$ cat src/design/hdt_pkg.sv
// ----------------------------------------------------------------------------
// hdt_pkg
// Shared types and constants for the heartbeat deadline tracker.
// ----------------------------------------------------------------------------
package hdt_pkg;

  localparam int MS_W   = 32;
  localparam int TIME_W = 64;
  localparam int SCALE_W = 20;
  localparam int DUR_W  = MS_W + SCALE_W;

  localparam logic [SCALE_W-1:0] MS_TO_NS = SCALE_W'(1000000);

  localparam logic [1:0] OP_RECV  = 2'd0;
  localparam logic [1:0] OP_PING  = 2'd1;
  localparam logic [1:0] OP_QUERY = 2'd2;

  localparam logic [1:0] ACT_WAIT         = 2'd0;
  localparam logic [1:0] ACT_PING         = 2'd1;
  localparam logic [1:0] ACT_EXPIRED      = 2'd2;
  localparam logic [1:0] ACT_RECV_EXPIRED = 2'd3;

  localparam logic [1:0] REG_PING_INTERVAL = 2'd0;
  localparam logic [1:0] REG_HB_TIMEOUT    = 2'd1;
  localparam logic [1:0] REG_RX_TIMEOUT    = 2'd2;

  // Durations already scaled to nanoseconds, plus the zero flags of the
  // millisecond settings they came from.
  typedef struct packed {
    logic [DUR_W-1:0] ping_dur;
    logic [DUR_W-1:0] hb_dur;
    logic [DUR_W-1:0] rx_dur;
    logic             ping_zero;
    logic             hb_zero;
    logic             rx_never;
  } cfg_t;

endpackage

$ cat src/design/hdt_cfg.sv
// ----------------------------------------------------------------------------
// hdt_cfg
// Configuration registers; each write is scaled to nanoseconds on the way in.
// ----------------------------------------------------------------------------
module hdt_cfg
  import hdt_pkg::*;
(
  input  logic            clk,
  input  logic            rst,
  input  logic            cfg_we,
  input  logic [1:0]      cfg_index,
  input  logic [MS_W-1:0] cfg_data,
  output cfg_t            cfg
);

  logic [DUR_W-1:0] scaled;
  logic             data_zero;

  // One shared multiplier serves all three registers.
  assign scaled    = DUR_W'(cfg_data) * DUR_W'(MS_TO_NS);
  assign data_zero = (cfg_data == '0);

  always_ff @(posedge clk) begin
    if (rst) begin
      cfg.ping_dur  <= '0;
      cfg.hb_dur    <= '0;
      cfg.rx_dur    <= '0;
      cfg.ping_zero <= 1'b1;
      cfg.hb_zero   <= 1'b1;
      cfg.rx_never  <= 1'b1;
    end else if (cfg_we) begin
      unique case (cfg_index)
        REG_PING_INTERVAL: begin
          cfg.ping_dur  <= scaled;
          cfg.ping_zero <= data_zero;
        end
        REG_HB_TIMEOUT: begin
          cfg.hb_dur  <= scaled;
          cfg.hb_zero <= data_zero;
        end
        REG_RX_TIMEOUT: begin
          cfg.rx_dur   <= scaled;
          cfg.rx_never <= data_zero;
        end
        default: begin
        end
      endcase
    end
  end

  a_zero_flags: assert property (@(posedge clk) disable iff (rst)
    (cfg.ping_zero == (cfg.ping_dur == '0)) && (cfg.hb_zero == (cfg.hb_dur == '0))
    && (cfg.rx_never == (cfg.rx_dur == '0)))
    else $error("zero flag disagrees with stored duration");

endmodule

$ cat src/design/hdt_core.sv
// ----------------------------------------------------------------------------
// hdt_core
// Deadline registers, event update, query decision and the result register.
// ----------------------------------------------------------------------------
module hdt_core
  import hdt_pkg::*;
(
  input  logic              clk,
  input  logic              rst,
  input  cfg_t              cfg,
  input  logic              stage_valid,
  input  logic [1:0]        stage_op,
  input  logic [TIME_W-1:0] stage_now,
  output logic              advance,
  output logic              out_valid,
  input  logic              out_stall,
  output logic [1:0]        action,
  output logic [TIME_W-1:0] wait_deadline
);

  logic [TIME_W-1:0] ping_due;
  logic [TIME_W-1:0] heartbeat_due;
  logic [TIME_W-1:0] receive_due;
  logic [TIME_W-1:0] ping_sum;
  logic [TIME_W-1:0] hb_sum;
  logic [TIME_W-1:0] rx_sum;
  logic [TIME_W-1:0] min_ph;
  logic [TIME_W-1:0] deadline_next;
  logic [1:0]        action_next;
  logic              out_free;
  logic              is_query;
  logic              do_step;

  function automatic logic [TIME_W-1:0] sat_add(input logic [TIME_W-1:0] t,
                                                input logic [DUR_W-1:0] d);
    logic [TIME_W:0] s;
    s = {1'b0, t} + (TIME_W+1)'(d);
    return s[TIME_W] ? '1 : s[TIME_W-1:0];
  endfunction

  assign out_free = !out_valid || !out_stall;
  assign is_query = (stage_op == OP_QUERY);
  assign advance  = stage_valid && (!is_query || out_free);
  assign do_step  = advance;

  assign ping_sum = sat_add(stage_now, cfg.ping_dur);
  assign hb_sum   = sat_add(stage_now, cfg.hb_dur);
  // A receive timeout of zero means the deadline never comes.
  assign rx_sum   = cfg.rx_never ? '1 : sat_add(stage_now, cfg.rx_dur);

  assign min_ph = (heartbeat_due < ping_due) ? heartbeat_due : ping_due;

  always_comb begin
    action_next   = ACT_WAIT;
    deadline_next = '0;
    if (cfg.ping_zero || cfg.hb_zero) begin
      action_next = ACT_RECV_EXPIRED;
    end else if (heartbeat_due <= stage_now) begin
      action_next = ACT_EXPIRED;
    end else if (receive_due <= stage_now) begin
      action_next = ACT_RECV_EXPIRED;
    end else if (ping_due <= stage_now) begin
      action_next = ACT_PING;
    end else begin
      deadline_next = (receive_due < min_ph) ? receive_due : min_ph;
    end
  end

  always_ff @(posedge clk) begin
    if (rst) begin
      ping_due      <= '0;
      heartbeat_due <= '0;
      receive_due   <= '0;
    end else if (do_step) begin
      case (stage_op)
        OP_RECV: begin
          ping_due      <= ping_sum;
          heartbeat_due <= hb_sum;
          receive_due   <= rx_sum;
        end
        OP_PING: begin
          ping_due <= ping_sum;
        end
        default: begin
        end
      endcase
    end
  end

  always_ff @(posedge clk) begin
    if (rst) begin
      out_valid <= 1'b0;
    end else if (do_step && is_query) begin
      out_valid <= 1'b1;
    end else if (!out_stall) begin
      out_valid <= 1'b0;
    end
  end

  always_ff @(posedge clk) begin
    if (do_step && is_query) begin
      action        <= action_next;
      wait_deadline <= deadline_next;
    end
  end

  a_deadline_zero: assert property (@(posedge clk) disable iff (rst)
    out_valid && (action != ACT_WAIT) |-> (wait_deadline == '0))
    else $error("nonzero deadline with a non-wait action");

  a_rearm_not_past: assert property (@(posedge clk) disable iff (rst)
    do_step && (stage_op == OP_RECV) |=>
      (ping_due >= $past(stage_now)) && (heartbeat_due >= $past(stage_now))
      && (receive_due >= $past(stage_now)))
    else $error("rearmed deadline lies before the event time");

  a_query_waits: assert property (@(posedge clk) disable iff (rst)
    stage_valid && is_query && out_valid && out_stall |-> !advance)
    else $error("query evaluated while the result register is occupied");

endmodule

$ cat src/design/heartbeat_deadline_tracker.sv
// ----------------------------------------------------------------------------
// heartbeat_deadline_tracker
// Keepalive timer holding the ping, heartbeat and receive deadlines.
// ----------------------------------------------------------------------------
// The block takes one word per clock cycle unless a query waits on the
// result register. A word is held in an input register until it advances;
// there the deadline update or the query decision (three 64-bit compares, a
// minimum and saturating adds) is made and the answer is loaded into the
// result register. Traffic and ping events give no result and never wait on
// the output side; a query waits only while the result register still holds
// an answer that has not been taken. The millisecond settings are scaled to
// nanoseconds by a single multiplier at the moment they are written, so an
// event may follow a write in the next cycle.
module heartbeat_deadline_tracker
  import hdt_pkg::*;
(
  input  logic              clk,
  input  logic              rst,
  input  logic              cfg_we,
  input  logic [1:0]        cfg_index,
  input  logic [MS_W-1:0]   cfg_data,
  input  logic              in_valid,
  output logic              in_stall,
  input  logic [1:0]        operation,
  input  logic [TIME_W-1:0] now_ns,
  output logic              out_valid,
  input  logic              out_stall,
  output logic [1:0]        action,
  output logic [TIME_W-1:0] wait_deadline
);

  cfg_t              cfg;
  logic              stage_valid;
  logic [1:0]        stage_op;
  logic [TIME_W-1:0] stage_now;
  logic              advance;
  logic              take;

  assign in_stall = stage_valid && !advance;
  assign take     = in_valid && !in_stall;

  always_ff @(posedge clk) begin
    if (rst) begin
      stage_valid <= 1'b0;
    end else if (take) begin
      stage_valid <= 1'b1;
    end else if (advance) begin
      stage_valid <= 1'b0;
    end
  end

  always_ff @(posedge clk) begin
    if (take) begin
      stage_op  <= operation;
      stage_now <= now_ns;
    end
  end

  hdt_cfg u_cfg (
    .clk       (clk),
    .rst       (rst),
    .cfg_we    (cfg_we),
    .cfg_index (cfg_index),
    .cfg_data  (cfg_data),
    .cfg       (cfg)
  );

  hdt_core u_core (
    .clk           (clk),
    .rst           (rst),
    .cfg           (cfg),
    .stage_valid   (stage_valid),
    .stage_op      (stage_op),
    .stage_now     (stage_now),
    .advance       (advance),
    .out_valid     (out_valid),
    .out_stall     (out_stall),
    .action        (action),
    .wait_deadline (wait_deadline)
  );

  a_stall_needs_word: assert property (@(posedge clk) disable iff (rst)
    in_stall |-> stage_valid && (stage_op == OP_QUERY) && out_valid)
    else $error("input stalled without a blocked query");

endmodule
$ cat config.mk
export PLATFORM = sky130hd
export DESIGN_NAME = heartbeat_deadline_tracker
export DESIGN_NICKNAME = d
export VERILOG_FILES = /design/src/design/hdt_pkg.sv /design/src/design/hdt_cfg.sv /design/src/design/hdt_core.sv /design/src/design/heartbeat_deadline_tracker.sv
export SDC_FILE = /design/constraint.sdc
export NUM_CORES = 2
export LEC_CHECK = 0
export ABC_CLOCK_PERIOD_IN_PS = 13320
export BUFFER_PORTS_ARGS = -buffer_cell sky130_fd_sc_hd__buf_2
export CORE_MARGIN = 2
export CORE_UTILIZATION = 55
export CTS_CLUSTER_SIZE = 8
export DETAILED_ROUTE_END_ITERATION = 10
export PLACE_DENSITY_LB_ADDON = 0.3
export SLEW_MARGIN = 10
export SYNTH_ARGS = -nofsm -noshare
export SYNTH_HDL_FRONTEND = slang
export SYNTH_SLANG_ARGS = --single-unit
$ cat constraint.sdc
create_clock -name clk -period 13.32 [get_ports clk]
set_input_delay 1.998 -clock clk [delete_from_list [all_inputs] [get_ports clk]]
set_output_delay 1.998 -clock clk [all_outputs]
set_load 0.1 [all_outputs]
Word level (Yosys, flattened, before mapping)
Index checks and enable logic that the tools add are counted.

word-level totals
  memories = 0
  bits in registers = 467
  output and inout port bits = 68
  bits in read-only memories = 0
  memory bits (writable) = 0
  bits in latches = 0

operators by class
  divide/modulo/power cells = 0
  order comparisons = 5
  bitwise logic cells = 0
  shifts and indexed selects = 0
  multiply operators = 1
  reductions and logical operators = 24
  eq/ne operators = 5
  add/subtract/negate cells = 3
  muxes and demuxes = 13

operators by type and width
  kind                                                  number
  two-way mux 64 bit                                    6
  adder 64 x 52 -> 65 bit                               3
  less-or-equal comparator 64 bit                       3
  less-than comparator 64 bit                           2
  multiplier 32 x 14 -> 46 bit (second input constant)  1
  zero test 32 bit                                      1
  AND reduction 2 bit                                   5
  two-way mux 1 bit                                     7
  zero test 1 bit                                       5
  equality test 2 x 1 -> 1 bit (second input constant)  2
  equality test 2 bit (second input constant)           2
  logical AND 1 bit                                     4
  zero test 2 bit                                       2
  OR reduction 4 bit                                    1
  logical OR 1 bit                                      3
  OR reduction 3 bit                                    1
  != test 2 x 1 -> 1 bit (second input constant)        1
  nonzero test 2 bit                                    1
  OR reduction 2 bit                                    1

Longest topological paths before layout
  depth after elaboration = 9
  gate-level depth with buffers = 27
  gate-level depth less buffers = 24

Cells and area by module
A second synthesis with hierarchy kept.

second synthesis, totals
  cells, all modules = 4723
  area, all modules = 40955.5 um2

by module, submodules not included
  module                      sequential area each (um2)  area an instance (um2)  cells each  times used
  hdt_core                    5845.6                      26003.7                 3204        1
  hdt_cfg                     2822.7                      12919.9                 1449        1
  heartbeat_deadline_tracker  2001.9                      2031.9                  70          1

Least setup slack after synthesis
Ideal clock, no wire load.

  path type = input -> register
  from = input port cfg_data[7]
  to = register u_cfg.cfg[106] (netlist name)
  data required time = 13191 ps
  cell stages on the path = 23
  setup time = 129 ps
  setup slack = 5932 ps
  arrival = 7258 ps
  path buffers = 1
  cell sequence = inv_1 > fa_1 > inv_1 > fa_1 > fa_1 > fa_1 > ha_1 > inv_1 > fa_1 > inv_1 > ha_1 > clkbuf_1 > nand4_1 > nor2_1 > o2111ai_1 > or4_1 > o22ai_1 > a31oi_1 > a21oi_1 > a21o_1 > a21oi_1 > xnor2_1 > o31ai_1

on the way
  word-level cells in the longest chain between the ends = 1

ends and longest elaborated chain
  item                          line                              text
  from (decl)                   heartbeat_deadline_tracker.sv:21  input logic [MS_W-1:0] cfg_data,
  multiplier 32 x 14 -> 46 bit  hdt_cfg.sv:20                     assign scaled = DUR_W'(cfg_data) * DUR_W'(MS_TO_NS);

Every way passes these cells.
A chain may end at the register's enable or synchronous reset.

Worst setup path after layout
  from = register u_core.ping_due[57]
  to = register u_core.wait_deadline[15], data pin

on the way
  word-level cells in the longest chain between the ends = 4
  elaborated cells between the ends (all ways) = 6
  those cells by class = order compare (3); mux (2); reduce/logical (1)

ends and longest elaborated chain
  item                         line             text
  from (decl)                  hdt_core.sv:21   logic [TIME_W-1:0] ping_due;
  from (signal assigned)       hdt_core.sv:77   ping_due <= ping_sum;
  from (signal assigned)       hdt_core.sv:82   ping_due <= ping_sum;
  less-than comparator 64 bit  hdt_core.sv:51   assign min_ph = (heartbeat_due < ping_due) ? heartbeat_due : ping_due;
  two-way mux 64 bit           hdt_core.sv:51
  less-than comparator 64 bit  hdt_core.sv:65   deadline_next = (receive_due < min_ph) ? receive_due : min_ph;
  two-way mux 64 bit           hdt_core.sv:65
  to (signal assigned)         hdt_core.sv:103  wait_deadline <= deadline_next;
  to (decl)                    hdt_core.sv:18   output logic [TIME_W-1:0] wait_deadline

Parallel ways exist; a longest one is shown, timed or not.

==> flow_summary_export.csv <==
group,metric,value,unit
run_status,outcome,"finished, final reports clean",
finish,diodes,0,
detailed_routing,drtAntennaViolNets,0,
clocking,cts_sinks,467,
logic_synthesis,ys_seq_elements,467,
floorplan,fp.dieArea,73090,µm²
clocking,clock_path_buffers,3,
clocking,post_cts_resized,0,
detailed_routing,num_vias,33864,
worst_setup_path,required,13630,ps
placement,place_area,40580,µm²
worst_setup_path,path_max_fanout,64,
sta,fin_skew,19.45,ps
detailed_routing,dr.pass1.iters,6,
sta,slew_violations,0,
logic_synthesis,ys.flop_type,"dfxtp_1",
logic_synthesis,mappedNetlistArea,39020,µm²
finish,fillers,6165,
global_route,globalRouteTotalUtil,31.74,%
finish,multi_input_comb_area,26310,µm²
hold_path,hold_path.class,"flop to flop",
logic_synthesis,synth_cells,4350,
logic_synthesis,synthArstFlopShare,0,%
floorplan,die_height,270.4,µm
worst_setup_path,r2r-start,"u_core.ping_due[57]$_SDFFE_PP0P_",
logic_synthesis,netlist-cell-type-count,78,
sta,setup_viol,0,
clocking,clock_latency,610,ps
sta,worst_pin_slew,1247,ps
sta,period_needed,8026,ps
clocking,postCtsSetupRepairBufs,0,
detailed_routing,viasPerCell,6.256,
sta,fin_crit_sh,60.25,%
sta,tns,0,ps
floorplan,rows,97,
sta,relSlewSlack,16.71,%
clocking,cts_htree_levels,3,
global_route,grt_pass1_wl,183.7,mm
detailed_routing,drt_iter0_markers,3368,
finish,seqCellArea,10670,µm²
placement,place.gp.congestion,0.9706,
clocking,cts-buffers-inserted,68,
worst_setup_path,cp-end-kind,"flop",
detailed_routing,post-route-drc-count,0,
sta,hold_viol,0,
logic_synthesis,syn_area_per_cell,8.970,µm²
floorplan,initial_utilization,55.62,%
power_and_ir_drop,power.leakage,0.01935,µW
worst_setup_path,criticalPathCategory,"flop to flop",
global_route,gr-total-overflow,0,
worst_setup_path,endpoint,"u_core.wait_deadline[15]$_SDFFCE_PP0P_",
worst_setup_path,arrival,8340,ps
logic_synthesis,syn-num-nets,5218,
placement,port_buffers,172,
worst_setup_path,r2r_end,"u_core.wait_deadline[15]$_SDFFCE_PP0P_",
sta,fmax,0.1246,GHz
logic_synthesis,synth_edf_count,132,
sta,rsz0062_at_grt,"no",
flow_run,drv_cap,0,
global_route,grt_max_degree,103,
finish,drive_gt1_share,7.847,%
finish,fin_area,42500,µm²
power_and_ir_drop,ir_worst_vdd,197.8,µV
detailed_routing,wirelength,117.9,mm
logic_synthesis,yosysSeqAreaShare,27.35,%
worst_setup_path,reg2regPathDepth,24,
detailed_routing,wl_per_cell,21.78,µm
worst_setup_path,startpoint,"u_core.ping_due[57]$_SDFFE_PP0P_",
worst_setup_path,cp-start-kind,"flop",
finish,area_growth,8.918,%
clocking,tritoncts,"done",
floorplan,io_pins,173,
clocking,hold_buffers,0,
clocking,root_buffer,"clkbuf_16",
finish,nets,5299,
placement,place_hpwl,90.43,mm
global_route,grt_antenna_before_repair,6,
logic_synthesis,yosysWarningCount,0,
floorplan,chipWidth,270.4,µm
floorplan,core_area,70150,µm²
global_route,grt_pass1_vias,32760,
clocking,clk_pin_slew,60,ps
power_and_ir_drop,powerDensity,182.8,nW/µm²
worst_setup_path,rrSetupSlack,5290,ps
## registers in the layout, summed over array words and instances (netlist names)
name and cells:
stage_now 64, u_core.action 2, u_core.wait_deadline 64, u_core.receive_due 64, u_core.out_valid 1, stage_op 2
stage_valid 1, u_core.ping_due 64, u_cfg.cfg 141, u_core.heartbeat_due 64
## routing by layer
layer | vias up | global-route usage [%] | share of wire (%)
met5 | - | 0 | 0.070
met2 | 1455 | 49.37 | 44
met1 | 16124 | 44.97 | 45
met3 | 255 | 4.250 | 8.2
li1 | 16018 | - | -
met4 | 12 | 11.70 | 3.7
## power breakdown
part	internal [µW]	switching [µW]	total [µW]
Sequential	1580	121	1700
Clock	955	658	1610
Combinational	1680	2780	4450
Total	4210	3560	7770
## per-stage QoR
stage | hold slack [ps] | setup slack [ps] | total power (µW) | cells | utilization (%)
6_report | 457.3 | 5294 | 7770 | 5413 | 60.58
5_1_grt | 480.7 | 5173 | 8369 | 5413 | 60.58
4_1_cts | 459.5 | 5415 | 7736 | 5413 | 60.58
3_5_place_dp | 451.3 | 5118 | 6085 | 5301 | 57.85
3_3_place_gp | 447.7 | 5205 | 6024 | 5301 | 57.85
2_1_floorplan | 436.2 | 5932 | 4935 | 4350 | -
## worst min path at each step
stage / from / end / slack [ps] / cells past startpoint
after floorplan: u_cfg.cfg[100]$_SDFFE_PP0P_ / u_cfg.cfg[100]$_SDFFE_PP0P_ / 440 / 2
after CTS: u_cfg.cfg[90]$_SDFFE_PP0P_ / u_cfg.cfg[90]$_SDFFE_PP0P_ / 460 / 2
after detailed placement: u_cfg.cfg[90]$_SDFFE_PP0P_ / u_cfg.cfg[90]$_SDFFE_PP0P_ / 450 / 2
final: u_cfg.cfg[14]$_SDFFE_PP0P_ / u_cfg.cfg[14]$_SDFFE_PP0P_ / 460 / 2
after global routing: u_cfg.cfg[86]$_SDFFE_PP0P_ / u_cfg.cfg[86]$_SDFFE_PP0P_ / 480 / 2
after global placement: u_cfg.cfg[139]$_SDFFE_PP0P_ / u_cfg.cfg[139]$_SDFFE_PP0P_ / 450 / 2
## logic make-up (layout without fill, tap and decap cells)
logic type | Yosys count | in the layout | share of synthesized area, %
compound gates | 1370 | 1370 | 22.62
simple gates | 939 | 939 | 11.37
fa+ha+maj | 763 | 763 | 27.12
buf+inv | 549 | 672 | 5.458
flops | 467 | 467 | 27.35
xor+xnor | 198 | 198 | 4.444
mux | 64 | 64 | 1.642
## synth_stat cells, types with 42 or more instances
cell / n / area [µm²]
a21o_1: 166 / 1246
xnor2_1: 120 / 1051
fa_1: 138 / 2763
edfxtp_1: 132 / 3964
nor2b_1: 52 / 325.3
a221oi_1: 59 / 516.8
ha_1: 625 / 7820
nand4_1: 90 / 563.0
nor3_1: 42 / 210.2
clkbuf_1: 144 / 540.5
xor2_1: 78 / 683.2
a211oi_1: 170 / 1276
nor2_1: 192 / 720.7
o21ai_0: 259 / 1296
a21oi_1: 462 / 2312
inv_1: 361 / 1355
nand3_1: 68 / 340.3
nand2_1: 352 / 1321
mux2i_1: 64 / 640.6
dfxtp_1: 335 / 6706
## cell type report
cell class	count	share of cell area, %
Clock buffer	105	4.381
Clock inverter	7	0.1354
Inverter	361	3.191
Multi-Input combinational cell	3334	61.90
Sequential cell	467	25.11
Tap cell	940	2.767
Timing Repair Buffer	199	2.517
## placed cells by master (no fill, tap or decap), drive strengths merged, types with 64 or more instances in the layout
cell type | Yosys | routed
nand4 | 90 | 90
a211oi | 171 | 171
inv | 361 | 366
a21o | 166 | 166
edfxtp | 132 | 132
o21ai | 263 | 263
a21oi | 462 | 462
fa | 138 | 138
xnor2 | 120 | 120
a221oi | 69 | 69
clkbuf | 144 | 105
mux2i | 64 | 64
nor2 | 194 | 194
nand3 | 68 | 68
ha | 625 | 625
xor2 | 78 | 78
buf | 44 | 199
dfxtp | 335 | 335
nand2 | 352 | 352
## worst max-delay path, cell delays in order (launching register included)
cell,delay (ps)
dfxtp_1,370
inv_1,100
ha_1,300
nand4_1,90
nor2_1,220
nand4_1,120
nor2_1,290
nand2_1,220
a2111oi_0,410
buf_4,230
or2_4,360
buf_4,760
mux2i_1,270
ha_1,380
nand4_1,220
nor3_1,480
nand3_1,350
nor2_1,300
o41ai_1,190
a21oi_1,430
nor3_1,170
o21ai_4,100
buf_4,670
a211oi_1,90
a211oi_1,550
Power figures use the tool's default switching activity.
